<file path="src/rtl/owbm_pkg.sv">
// Package for the 1-Wire bus master: payload types, register map, phase and action codes.
package owbm_pkg;

    localparam int TIMER_BITS = 10;
    localparam int CFG_W      = 10;
    localparam logic [TIMER_BITS-1:0] TIMER_MAX = TIMER_BITS'((1 << TIMER_BITS) - 1);

    typedef struct packed {
        logic [1:0] action;
        logic [7:0] byte_value;
        logic       line_level;
    } owbm_item_t;

    typedef struct packed {
        logic       drive_low;
        logic       busy_res;
        logic       done_res;
        logic       bus_error;
        logic [7:0] byte_read;
    } owbm_result_t;

    typedef struct packed {
        logic [CFG_W-1:0] reset_low_time;
        logic [CFG_W-1:0] presence_sample_time;
        logic [CFG_W-1:0] reset_recovery_time;
        logic [CFG_W-1:0] slot_low_time;
        logic [CFG_W-1:0] slot_sample_time;
        logic [CFG_W-1:0] slot_rest_time;
    } owbm_cfg_t;

    localparam logic [2:0] REG_RESET_LOW     = 3'd0;
    localparam logic [2:0] REG_PRESENCE_SMP  = 3'd1;
    localparam logic [2:0] REG_RESET_RECOV   = 3'd2;
    localparam logic [2:0] REG_SLOT_LOW      = 3'd3;
    localparam logic [2:0] REG_SLOT_SAMPLE   = 3'd4;
    localparam logic [2:0] REG_SLOT_REST     = 3'd5;

    localparam logic [1:0] ACT_TICK  = 2'd0;
    localparam logic [1:0] ACT_RESET = 2'd1;
    localparam logic [1:0] ACT_BYTE  = 2'd2;

    typedef enum logic [6:0] {
        PH_IDLE      = 7'b0000001,
        PH_RST_LOW   = 7'b0000010,
        PH_RST_WAIT  = 7'b0000100,
        PH_RST_RECOV = 7'b0001000,
        PH_SLOT_LOW  = 7'b0010000,
        PH_SLOT_WAIT = 7'b0100000,
        PH_SLOT_REST = 7'b1000000
    } owbm_phase_t;

    function automatic logic [TIMER_BITS-1:0] load_time(input logic [CFG_W-1:0] t);
        logic [16:0] w;
        w = 17'(t);
        if (w > 17'(TIMER_MAX))
            return TIMER_MAX;
        else
            return TIMER_BITS'(w);
    endfunction

endpackage

</file>
<file path="src/rtl/one_wire_bus_master.sv">
// Top level of the 1-Wire bus master: input register, sequencer, result register, config port.
// Each beat on the item channel is one microsecond tick carrying an action and the sampled
// line level; each such beat yields exactly one result beat with the line drive, busy, done,
// error flag and the byte read. The block takes one beat per clock while the result side
// keeps up: an input register feeds the sequencer, whose step logic fills a result register.
// Timing registers must be written through the config port only while no operation is
// running; the block itself does not enforce this.
module one_wire_bus_master
    import owbm_pkg::*;
(
    input  logic             clk,
    input  logic             rst_n,
    input  logic             item_valid,
    output logic             item_stall,
    input  owbm_item_t       item_data,
    output logic             result_valid,
    input  logic             result_stall,
    output owbm_result_t     result_data,
    input  logic             cfg_valid,
    output logic             cfg_ready,
    input  logic [2:0]       cfg_index,
    input  logic [CFG_W-1:0] cfg_data
);

    owbm_item_t   in_reg;
    logic         in_vld_reg, in_vld_next;
    owbm_result_t out_reg;
    logic         out_vld_reg, out_vld_next;
    owbm_result_t step_res;
    owbm_cfg_t    cfg;
    logic         adv;
    logic         step_en;
    logic         take;

    owbm_cfg_regs u_cfg (
        .clk       (clk),
        .rst_n     (rst_n),
        .cfg_valid (cfg_valid),
        .cfg_ready (cfg_ready),
        .cfg_index (cfg_index),
        .cfg_data  (cfg_data),
        .cfg       (cfg)
    );

    owbm_core u_core (
        .clk     (clk),
        .rst_n   (rst_n),
        .step_en (step_en),
        .item    (in_reg),
        .cfg     (cfg),
        .result  (step_res)
    );

    assign adv          = ~out_vld_reg | ~result_stall;
    assign step_en      = in_vld_reg & adv;
    assign item_stall   = in_vld_reg & ~adv;
    assign take         = item_valid & ~item_stall;
    assign result_valid = out_vld_reg;
    assign result_data  = out_reg;

    always_comb
    begin
        in_vld_next = in_vld_reg;
        if (take)
            in_vld_next = 1'b1;
        else if (step_en)
            in_vld_next = 1'b0;
        out_vld_next = adv ? in_vld_reg : out_vld_reg;
    end

    always_ff @(posedge clk or negedge rst_n)
    begin
        if (!rst_n)
        begin
            in_vld_reg  <= 1'b0;
            out_vld_reg <= 1'b0;
        end
        else
        begin
            in_vld_reg  <= in_vld_next;
            out_vld_reg <= out_vld_next;
        end
    end

    always_ff @(posedge clk)
    begin
        if (take)
            in_reg <= item_data;
        if (step_en)
            out_reg <= step_res;
    end

endmodule

</file>
<file path="src/rtl/owbm_cfg_regs.sv">
// Timing configuration registers of the 1-Wire bus master.
module owbm_cfg_regs
    import owbm_pkg::*;
(
    input  logic             clk,
    input  logic             rst_n,
    input  logic             cfg_valid,
    output logic             cfg_ready,
    input  logic [2:0]       cfg_index,
    input  logic [CFG_W-1:0] cfg_data,
    output owbm_cfg_t        cfg
);

    owbm_cfg_t cfg_reg;
    owbm_cfg_t cfg_next;

    assign cfg_ready = 1'b1;
    assign cfg       = cfg_reg;

    always_comb
    begin
        cfg_next = cfg_reg;
        if (cfg_valid)
        begin
            case (cfg_index)
                REG_RESET_LOW:    cfg_next.reset_low_time       = cfg_data;
                REG_PRESENCE_SMP: cfg_next.presence_sample_time = cfg_data;
                REG_RESET_RECOV:  cfg_next.reset_recovery_time  = cfg_data;
                REG_SLOT_LOW:     cfg_next.slot_low_time        = cfg_data;
                REG_SLOT_SAMPLE:  cfg_next.slot_sample_time     = cfg_data;
                REG_SLOT_REST:    cfg_next.slot_rest_time       = cfg_data;
                default:          cfg_next = cfg_reg;
            endcase
        end
    end

    always_ff @(posedge clk or negedge rst_n)
    begin
        if (!rst_n)
        begin
            cfg_reg.reset_low_time       <= CFG_W'(400);
            cfg_reg.presence_sample_time <= CFG_W'(66);
            cfg_reg.reset_recovery_time  <= CFG_W'(414);
            cfg_reg.slot_low_time        <= CFG_W'(1);
            cfg_reg.slot_sample_time     <= CFG_W'(9);
            cfg_reg.slot_rest_time       <= CFG_W'(45);
        end
        else
        begin
            cfg_reg <= cfg_next;
        end
    end

endmodule

</file>
<file path="src/rtl/owbm_core.sv">
// Bus sequencer: phase, tick counter, shift byte, bit count and error flag, one step per tick.
module owbm_core
    import owbm_pkg::*;
(
    input  logic         clk,
    input  logic         rst_n,
    input  logic         step_en,
    input  owbm_item_t   item,
    input  owbm_cfg_t    cfg,
    output owbm_result_t result
);

    owbm_phase_t           phase_reg, phase_next;
    logic [TIMER_BITS-1:0] tick_reg, tick_next;
    logic [7:0]            shift_reg, shift_next;
    logic [3:0]            bits_reg, bits_next;
    logic                  err_reg, err_next;
    logic                  sdrive_reg, sdrive_next;
    logic                  drive;
    logic                  done;
    logic [7:0]            rd;
    logic                  rbit;

    always_comb
    begin
        phase_next  = phase_reg;
        tick_next   = tick_reg;
        shift_next  = shift_reg;
        bits_next   = bits_reg;
        err_next    = err_reg;
        sdrive_next = sdrive_reg;
        drive       = 1'b0;
        done        = 1'b0;
        rd          = 8'h00;
        rbit        = shift_reg[0] & item.line_level;

        if (phase_reg == PH_IDLE)
        begin
            case (item.action)
                ACT_RESET:
                begin
                    phase_next = PH_RST_LOW;
                    tick_next  = load_time(cfg.reset_low_time);
                    drive      = 1'b1;
                end
                ACT_BYTE:
                begin
                    shift_next = item.byte_value;
                    bits_next  = 4'd8;
                    phase_next = PH_SLOT_LOW;
                    tick_next  = load_time(cfg.slot_low_time);
                    drive      = 1'b1;
                end
                default:
                begin
                    phase_next = PH_IDLE;
                end
            endcase
        end
        else if (tick_reg > TIMER_BITS'(1))
        begin
            tick_next = tick_reg - TIMER_BITS'(1);
            if (phase_reg inside {PH_RST_LOW, PH_SLOT_LOW})
                drive = 1'b1;
            else if (phase_reg inside {PH_SLOT_WAIT, PH_SLOT_REST})
                drive = sdrive_reg;
        end
        else
        begin
            case (phase_reg)
                PH_RST_LOW:
                begin
                    phase_next = PH_RST_WAIT;
                    tick_next  = load_time(cfg.presence_sample_time);
                end
                PH_RST_WAIT:
                begin
                    err_next   = item.line_level;
                    phase_next = PH_RST_RECOV;
                    tick_next  = load_time(cfg.reset_recovery_time);
                end
                PH_RST_RECOV:
                begin
                    if (!item.line_level)
                        err_next = 1'b1;
                    phase_next = PH_IDLE;
                    tick_next  = '0;
                    done       = 1'b1;
                end
                PH_SLOT_LOW:
                begin
                    sdrive_next = ~shift_reg[0];
                    drive       = ~shift_reg[0];
                    phase_next  = PH_SLOT_WAIT;
                    tick_next   = load_time(cfg.slot_sample_time);
                end
                PH_SLOT_WAIT:
                begin
                    shift_next = {rbit, shift_reg[7:1]};
                    drive      = sdrive_reg;
                    phase_next = PH_SLOT_REST;
                    tick_next  = load_time(cfg.slot_rest_time);
                end
                PH_SLOT_REST:
                begin
                    sdrive_next = 1'b0;
                    bits_next   = (bits_reg != 4'd0) ? bits_reg - 4'd1 : 4'd0;
                    if (bits_next == 4'd0)
                    begin
                        phase_next = PH_IDLE;
                        tick_next  = '0;
                        done       = 1'b1;
                        rd         = shift_reg;
                    end
                    else
                    begin
                        phase_next = PH_SLOT_LOW;
                        tick_next  = load_time(cfg.slot_low_time);
                        drive      = 1'b1;
                    end
                end
                default:
                begin
                    phase_next = PH_IDLE;
                    tick_next  = '0;
                end
            endcase
        end
    end

    assign result.drive_low = drive;
    assign result.busy_res  = (phase_next != PH_IDLE);
    assign result.done_res  = done;
    assign result.bus_error = err_next;
    assign result.byte_read = rd;

    always_ff @(posedge clk or negedge rst_n)
    begin
        if (!rst_n)
        begin
            phase_reg  <= PH_IDLE;
            tick_reg   <= '0;
            shift_reg  <= 8'h00;
            bits_reg   <= 4'd0;
            err_reg    <= 1'b0;
            sdrive_reg <= 1'b0;
        end
        else if (step_en)
        begin
            phase_reg  <= phase_next;
            tick_reg   <= tick_next;
            shift_reg  <= shift_next;
            bits_reg   <= bits_next;
            err_reg    <= err_next;
            sdrive_reg <= sdrive_next;
        end
    end

`ifndef SYNTHESIS
    a_idle_timer_clear: assert property (@(posedge clk) disable iff (!rst_n)
        (phase_reg == PH_IDLE) |-> (tick_reg == '0))
        else $error("timer not cleared in idle");

    a_bits_range: assert property (@(posedge clk) disable iff (!rst_n)
        bits_reg <= 4'd8)
        else $error("bit count out of range");

    a_done_not_busy: assert property (@(posedge clk) disable iff (!rst_n)
        (step_en && result.done_res) |-> !result.busy_res)
        else $error("done while still busy");

    a_byte_only_on_done: assert property (@(posedge clk) disable iff (!rst_n)
        (step_en && (result.byte_read != 8'h00)) |-> result.done_res)
        else $error("read byte shown without done");

    a_slot_drive_clear: assert property (@(posedge clk) disable iff (!rst_n)
        (phase_reg == PH_IDLE) |-> !sdrive_reg)
        else $error("slot drive left on in idle");
`endif

endmodule

</file>
<file path="config.mk">
export PLATFORM = sky130hd
export DESIGN_NAME = one_wire_bus_master
export DESIGN_NICKNAME = d
export VERILOG_FILES = /design/src/rtl/owbm_pkg.sv /design/src/rtl/one_wire_bus_master.sv /design/src/rtl/owbm_cfg_regs.sv /design/src/rtl/owbm_core.sv
export SDC_FILE = /design/constraint.sdc
export NUM_CORES = 1
export LEC_CHECK = 0
export BUFFER_PORTS_ARGS = -buffer_cell sky130_fd_sc_hd__buf_2
export CAP_MARGIN = 10
export CORE_ASPECT_RATIO = 2
export CORE_MARGIN = 10
export CORE_UTILIZATION = 50
export CTS_CLUSTER_DIAMETER = 50
export CTS_CLUSTER_SIZE = 8
export DETAILED_ROUTE_END_ITERATION = 10
export MAX_ROUTING_LAYER = met4
export PLACE_DENSITY = 0.67
export SLEW_MARGIN = 20
export SYNTH_ARGS = -nofsm -noshare
export SYNTH_HDL_FRONTEND = slang
export SYNTH_SLANG_ARGS = --single-unit
</file>
<file path="constraint.sdc">
create_clock -name clk -period 3.25 [get_ports clk]
set_input_delay 0.325 -clock clk [delete_from_list [all_inputs] [get_ports clk]]
set_output_delay 0.325 -clock clk [all_outputs]
set_load 0.01 [all_outputs]
</file>
======== Word level (Yosys, flattened, before mapping) ========
Cells that the tools add are included.
word-level totals
  memories ................................ 0
  ROM bits ................................ 0
  input bits .............................. 29
  output and inout bits ................... 15
  RAM bits ................................ 0
  flip-flop bits (word level) ............. 116
  bits in latches ......................... 0
  word-level logic and storage cells ...... 114
operators by class
  equality and inequality tests ........... 18
  mux-type cells .......................... 35
  multiply operators ...................... 0
  divide/modulo/power cells ............... 0
  reduce and logical (&&, ||, !) cells .... 22
  add/subtract/negate cells ............... 2
  $lt $le $gt $ge ......................... 1
  shifts and indexed selects .............. 0
  bitwise logic cells ..................... 14
operators by type and width
  kind                     count
  $pmux W10 S5             1
  $pmux W7 S5              1
  $mux W8                  4
  $mux W10                 3
  $mux W4                  5
  $pmux W10 S2             1
  $mux W7                  2
  $reduce_and A2 Y1        7
  $mux W1                  12
  $reduce_and A4 Y1        3
  $reduce_bool A2 Y1       6
  $gt A10 B1 Y1 const B    1
  $pmux W5 S2              1
  $sub A10 B1 Y10 const B  1
  $not A1 Y1               9
  $eq A7 B1 Y1 const B     1
  $eq A7 B2 Y1 const B     1
  $eq A7 B3 Y1 const B     1
  $eq A7 B4 Y1 const B     1
  $eq A7 B5 Y1 const B     1
  $eq A7 B6 Y1 const B     1
  $eq A7 B7 Y1 const B     1
  $ne A7 B1 Y1 const B     1
  $eq A3 B2 Y1 const B     2
  18 further kinds         25

======== Logic depth before layout (Yosys ltp) ========
Gate-level depths: netlist of the first run.
  depth after elaboration ................. 8
  depth in mapped cells ................... 9
  gate-level depth less buffers ........... 7

======== Modules after synthesis ========
From an unflattened synthesis of the first run, not the netlist that was laid out.
second synthesis, totals
  cells, all modules ...................... 491
  area, all modules ....................... 5801.8 um^2
by module, submodules not included
  module               seq. area each (um^2)  area each (um^2)  times used  cells each
  owbm_core            777.0                  2700.1            1           326
  owbm_cfg_regs        1524.0                 2318.5            1           134
  one_wire_bus_master  740.7                  783.3             1           31

======== Least setup slack after synthesis of the first run ========
Ideal clock, no wire load.
  path kind ............................... reg2reg
  from .................................... reg u_core.tick_reg[6]
  to ...................................... reg u_core.shift_reg[0]
  data arrival time ....................... 2.600 ns
  buffers on the path ..................... 1
  cell stages (with the launch flop) ...... 7
  clock period less this slack ............ 2.725 ns
  path slack .............................. 0.525 ns
  data required time ...................... 3.125 ns
  library setup time ...................... 0.125 ns
  cells stage by stage .................... dfrtp_1 > or4_4 > or3_1 > clkbuf_2 > or4b_4 > a21oi_4 > mux2_2
between the ends
  longest elaborated chain between the ends .. 3
ends and longest elaborated chain
  item                                line              source
  start, declared                     owbm_core.sv:14   logic [TIMER_BITS-1:0] tick_reg, tick_next;
  start signal, assigned              owbm_core.sv:151  tick_reg <= tick_next;
  $gt A10 B1 Y1                       owbm_core.sv:60   else if (tick_reg > TIMER_BITS'(1))
  $ne A2 B1 Y1 (no source line)       n/a
  $reduce_and A4 Y1 (no source line)  n/a
  end signal, assigned                owbm_core.sv:152  shift_reg <= shift_next;
  end, declared                       owbm_core.sv:15   logic [7:0] shift_reg, shift_next;
Every way passes these cells.
A chain may end at the register's enable or synchronous reset.

======== Final worst setup path of the first run ========
  from .................................... reg u_core.tick_reg[6]
  to ...................................... reg u_core.shift_reg[4]
The elaborated chain is that of the path after synthesis.

==> run metrics, run 1 <==
Core Area 11,000 sq um; placer's final routability congestion estimate 0.911; largest net degree at the start of global routing 68; share of cells above drive strength 1 35.2%; ys async rst share around four fifths; Hold Buf Count CTS 0; fin. max-slew vios 0; Max Clock Skew 7.02 ps; Peak Freq 360 MHz; slew margin rel. between 30% and 40%; most frequent cells in the layout mux2_2 (76), dfrtp_1 (74), nand2_1 (45), buf_2 (41), edfxtp_1 (23); # clock sinks 116; vias in the first global route 4,466; DP Wirelength 10,100 microns; Final min period 2780 ps; Clock Power Share 38.9%; Hold Path Class in2async; Worst IR Drop VDD 0.521 mV; Least-Margin Pin Slew 953 ps; Final setup violation count 0; mapped cell area ~5700 sq um; post-synthesis instance total between 400 and 500; CP Capture Type flip-flop; ANT cells 0; Sw Ratio 27.2%; sw power 0.00127 W; Yosys cell types 57; drt pass-1 iters 5; 1st-iter DRT viols 302; CP max stage cell or4_4; gr usage total 18.7%; Clock Tree Root clkbuf_16; Synth area leaders dfrtp_1 (33%), mux2_2 (15%), edfxtp_1 (12%), dfstp_2 (8.8%), nand2_1 (3.0%); drt wl/cell 20.1 microns; Tcrit/Tclk final 85.5%; gr ovfl total 0; max incr delay on CP 570 ps; Num CTS Buffers 17; flops & latches, synth 116; post-synthesis sequential area ratio about 54%; initial antenna violation count 0; Combinational Power Share 17.2%; # IOs 44; Post-Route WL 13,900 microns; max cap viols 0; Post-layout nets 571; CTS resizes 0; area grow syn2layout 17.9%; Top FF cell, synth dfrtp_1; Largest register FFs 60; Non-Filler Instances 691; sum of negative setup slack 0 ps; synth warn 0; # rows 54; clock buffer depth 2; via count 4,173; Initial Util 51.4%; Cell Int Power ~0.0034 W; Port-buffer cells 42; clock latency on the worst-skew pair 410 ps; Reg clk slew, reported paths 50 ps; critical path peak fanout 8; status complete, no violations; Mapped Nets 518; Power per Cell Area 697 nW/um^2; unrepaired setup endpoints after global routing no; Final Hold Fails 0; CP top delay family simple AND/OR/NAND/NOR gates; Die H 170 microns; ANT nets after route 0; leading area contributor after synthesis dfrtp_1; DR vias/cell 6.04; register share of total power a little over two fifths; placed insts 659; Worst setup SP type flip-flop; crit path DAT 3070 ps; CTS tree done; Yosys top cell area share 32.7%; Synth Area per Inst 11.7 sq um; critical path type reg2reg; DIE WIDTH 95.2 microns; DRC viols 0; postcts setup bufs 0; most common cell after layout, fill and taps aside mux2_2; CTS H-tree depth 4; crit-path cells or4_4, or3_1, or4b_4, a21oi_4, mux2_2; Post-synth EDFFs 23; Worst Path Buf+Inv 0; global-route wire length before repair 22,700 microns; required time of the worst setup path ~3500 ps; die footprint ~16,000 sq um; cell leakage power 2.75 nW
[power by group through the flow]
stage / Sequential [W] / Combinational [W] / Clock [W]
3_3_place_gp: 0.00204 / 0.000781 / 0
6_report: 0.00204 / 0.000802 / 0.00181
4_1_cts: 0.00204 / 0.000806 / 0.00183
2_1_floorplan: 0.00197 / 0.000607 / 0
3_5_place_dp: 0.00206 / 0.000802 / 0
5_1_grt: 0.00209 / 0.000894 / 0.00189
[through the flow]
stage          setup slack [ps]  utilization [%]  hold WS (ps)  total power, W  instance area [sq um]
2_1_floorplan               525                -          29.4         0.00258                   5660
3_3_place_gp                540             55.3           464         0.00282                   6090
3_5_place_dp                494             55.3           485         0.00286                   6090
4_1_cts                     489             60.6          52.4         0.00468                   6670
5_1_grt                     403             60.6          74.1         0.00487                   6680
6_report                    472             60.6          24.4         0.00466                   6680
[worst register-to-register path: stages, from the launching register on]
cell     delay, ps
dfrtp_1        440
or4_4          570
or3_1          410
or4b_4         560
a21oi_4        300
mux2_2         380
[cells in the mapped netlist (4+ instances only)]
cell / count
mux2_2: 76
or3_1: 4
o2bb2ai_1: 10
a22oi_1: 10
nor2_1: 22
a21oi_1: 10
and2_1: 11
buf_1: 4
ha_1: 4
dfrtp_1: 74
nand2_1: 45
nor3b_1: 5
mux2i_1: 6
dfstp_2: 19
a22o_1: 10
nand4_1: 5
o21ai_0: 18
nor4_1: 4
clkbuf_1: 23
inv_1: 9
edfxtp_1: 23
o22ai_1: 8
o211ai_1: 10
nor3_1: 10
nand3_1: 8
[path summary, 6_finish.rpt]
kind                                                start                              end  slack (ps)  depth (start not counted)
max in group asynchronous                           rst_n  u_core.phase_reg[0]$_DFFE_PN1P_        2430                          2
setup reg to reg           u_core.tick_reg[6]$_DFFE_PN0P_  u_core.shift_reg[4]$_DFFE_PN0P_         470                          5
min in group clk                             item_data[2]              in_reg[2]$_DFFE_PP_          90                          1
setup / recovery           u_core.tick_reg[6]$_DFFE_PN0P_  u_core.shift_reg[4]$_DFFE_PN0P_         470                          5
hold reg to reg                    in_vld_reg$_DFFE_PN0P_         result_valid$_DFFE_PN0P_         500                          1
hold / removal                                      rst_n   u_core.tick_reg[0]$_DFFE_PN0P_          20                          1
[per-layer routing]
metal  wire (microns)  up-vias  part of all wire [%]  global-route usage, %
met4              301        0                   2.2                   7.20
met1             5100     2108                    37                   18.7
li1                 -     1930                     -                      -
met3              613       31                   4.4                   4.19
met2             7850      104                    57                   33.7
met5                0        -                     0                      -
[layout make-up]
| class | instances | area [sq um] |
|---|---|---|
| multi-input combinational | 330 | 2470 |
| tap | 140 | 175 |
| clock inverter | 8 | 98.8 |
| fill | 905 | 4340 |
| clock buffer | 24 | 482 |
| sequential | 116 | 3040 |
| timing repair buffer | 63 | 370 |
| inverter | 10 | 37.5 |
[kinds of logic after synthesis]
family                   share of synthesized area [%]
AO/OA/AOI/OAI                                     13.6
XOR/XNOR                                         0.774
adder cells (fa/ha/maj)                          0.884
buffers and inverters                             2.67
flip-flops                                        53.7
multiplexers                                      16.2
other                                           0.0662
AND/OR/NAND/NOR                                   12.0
Power figures use the tool's default switching activity.
==> inputs of run 2 (changes only) <==
Settings changed: CORE_UTILIZATION 50 to 60, PLACE_DENSITY 0.67 to 0.79.
==> run 2 against run 1 <==
Against the previous run:
- routed wire length rose by 1.7%
- critical path depth did not move
- flip-flop and latch count did not move
- largest power group unchanged
- first-iteration DRC count fell by 7.0%
- count of clock-buffer cells in the layout shrank 3
==> run metrics, run 2 (synthesis gave the netlist of run 1 again) <==
status complete, no violations (unchanged); ANT nets after route 0 (unchanged); gr ovfl total 0 (unchanged); fin worst setup slack 488 ps (was 472 ps); Worst setup SP type flip-flop (unchanged); ANT cells 0 (unchanged); CP max stage cell or4b_4 (was or4_4); CP Capture Type flip-flop (unchanged); Seq. cell area 3040 sq um (unchanged); Least-Margin Pin Slew 878 ps (was 953 ps); Initial Util 60.7% (was 51.4%); most frequent cells in the layout mux2_2 (76), dfrtp_1 (74), nand2_1 (45), buf_2 (41), edfxtp_1 (23) (unchanged); Hold Slack 80.8 ps (was 24.4 ps); Tcrit/Tclk final 85.0% (was 85.5%); DRC viols 0 (unchanged); 1st-iter DRT viols 281 (was 302); Worst IR Drop VDD 0.466 mV (was 0.521 mV); DIE WIDTH 88.7 microns (was 95.2 microns); vias in the first global route 4,435 (was 4,466); Filler cells 651 (was 905); Die H 157 microns (was 170 microns); share of cells above drive strength 1 35.1% (was 35.2%); Power per Cell Area 708 nW/um^2 (was 697 nW/um^2); Peak Freq 362 MHz (was 360 MHz); largest net degree at the start of global routing 52 (was 68); DR vias/cell 6.47 (was 6.04); clock buffer depth 2 (unchanged); Non-Filler Instances 656 (was 691); drt pass-1 iters 5 (unchanged); max incr delay on CP 560 ps (was 570 ps); drt wl/cell 21.5 microns (was 20.1 microns); Post-layout nets 572 (was 571); slew margin rel. 41.4% (was 36.5%); gr usage total 21.9% (was 18.7%); initial antenna violation count 0 (unchanged); DP Wirelength 9950 microns (was 10,100 microns); Clock Tree Root clkbuf_16 (unchanged); clock latency on the worst-skew pair 420 ps (was 410 ps); crit path DAT 3060 ps (was 3070 ps); Max Clock Skew 8.32 ps (was 7.02 ps); # clock sinks 116 (unchanged); crit-path cells or4_4, or3_1, or4b_4, a21oi_4, mux2_2 (unchanged); Post-Route WL 14,100 microns (was 13,900 microns); postcts setup bufs 0 (unchanged); CTS tree done (unchanged); Core Area 9320 sq um (was 11,000 sq um); Num CTS Buffers 17 (unchanged); critical path peak fanout 8 (unchanged); Hold Path Class in2reg (was in2async); Post-Place Setup Slack 508 ps (was 494 ps); unrepaired setup endpoints after global routing no (unchanged); Reg clk slew, reported paths 60 ps (was 50 ps); via count 4,245 (was 4,173); max cap viols 0 (unchanged); Largest register FFs 60 (unchanged); placed insts 623 (was 659); required time of the worst setup path 3550 ps (was 3540 ps); Final Hold Fails 0 (unchanged); area of the multi-input gates 2470 sq um (about the same); placer's final routability congestion estimate 0.952 (was 0.911); Port-buffer cells 42 (unchanged); area grow syn2layout 17.4% (was 17.9%); Final min period 2760 ps (was 2780 ps); CTS H-tree depth 4 (unchanged); critical path type reg2reg (unchanged); cell leakage power 2.75 nW (about the same); fin. max-slew vios 0 (unchanged); die footprint 14,000 sq um (was 16,200 sq um); global-route wire length before repair 22,400 microns (was 22,700 microns); Hold Buf Count CTS 1 (was 0); CTS resizes 0 (unchanged); sum of negative setup slack 0 ps (unchanged); # rows 50 (was 54); Final setup violation count 0 (unchanged); # IOs 44 (unchanged); most common cell after layout, fill and taps aside mux2_2 (unchanged)
## run 2: area by class of cell
cell class | count | share of cell area, %
Clock buffer | 21 | 6.95
Clock inverter | 11 | 1.86
Inverter | 10 | 0.565
Multi-Input combinational cell | 330 | 37.1
Sequential cell | 116 | 45.8
Tap cell | 104 | 1.96
Timing Repair Buffer | 64 | 5.73
## run 2: worst paths after layout
path	from	to	slack, ps	cells past startpoint
min in group asynchronous	rst_n	u_core.shift_reg[3]$_DFFE_PN0P_	460	2
worst max-delay path	u_core.tick_reg[6]$_DFFE_PN0P_	u_core.shift_reg[3]$_DFFE_PN0P_	490	5
worst min-delay path	item_data[5]	in_reg[5]$_DFFE_PP_	80	1
worst max register to register	u_core.tick_reg[6]$_DFFE_PN0P_	u_core.shift_reg[3]$_DFFE_PN0P_	490	5
worst min register to register	u_cfg.cfg[11]$_DFFE_PN0P_	u_cfg.cfg[11]$_DFFE_PN0P_	510	1
max in group asynchronous	rst_n	u_cfg.cfg[20]$_DFFE_PN1P_	1950	3
## run 2: report_power, final
group	switching (W)	internal, W
combinational	0.000416	0.000392
clock	0.000671	0.00118
sequential	0.000238	0.00181
total	0.00133	0.00338
## run 2: critical path: cells and delay by family, from the launching register on
family	cells	cell delay [ps]
AO/OA/AOI/OAI	1	310
flip-flops	1	420
multiplexers	1	390
AND/OR/NAND/NOR	3	1520
## run 2: per-stage QoR
step	total power, W	util, %	cell area [sq um]
after detailed placement	0.00286	64.9	6050
after floorplan	0.00258	-	5660
after global placement	0.00281	64.9	6050
after global routing	0.00489	71.3	6640
after CTS	0.00471	71.3	6640
final	0.00470	71.3	6640
## run 2: routing by layer
layer / up-vias / wire length, microns / track usage, %
met5: - / 0 / -
met4: 0 / 587 / 12.2
met3: 58 / 699 / 5.12
met2: 170 / 7900 / 38.1
met1: 2083 / 4910 / 21.4
li1: 1934 / - / -
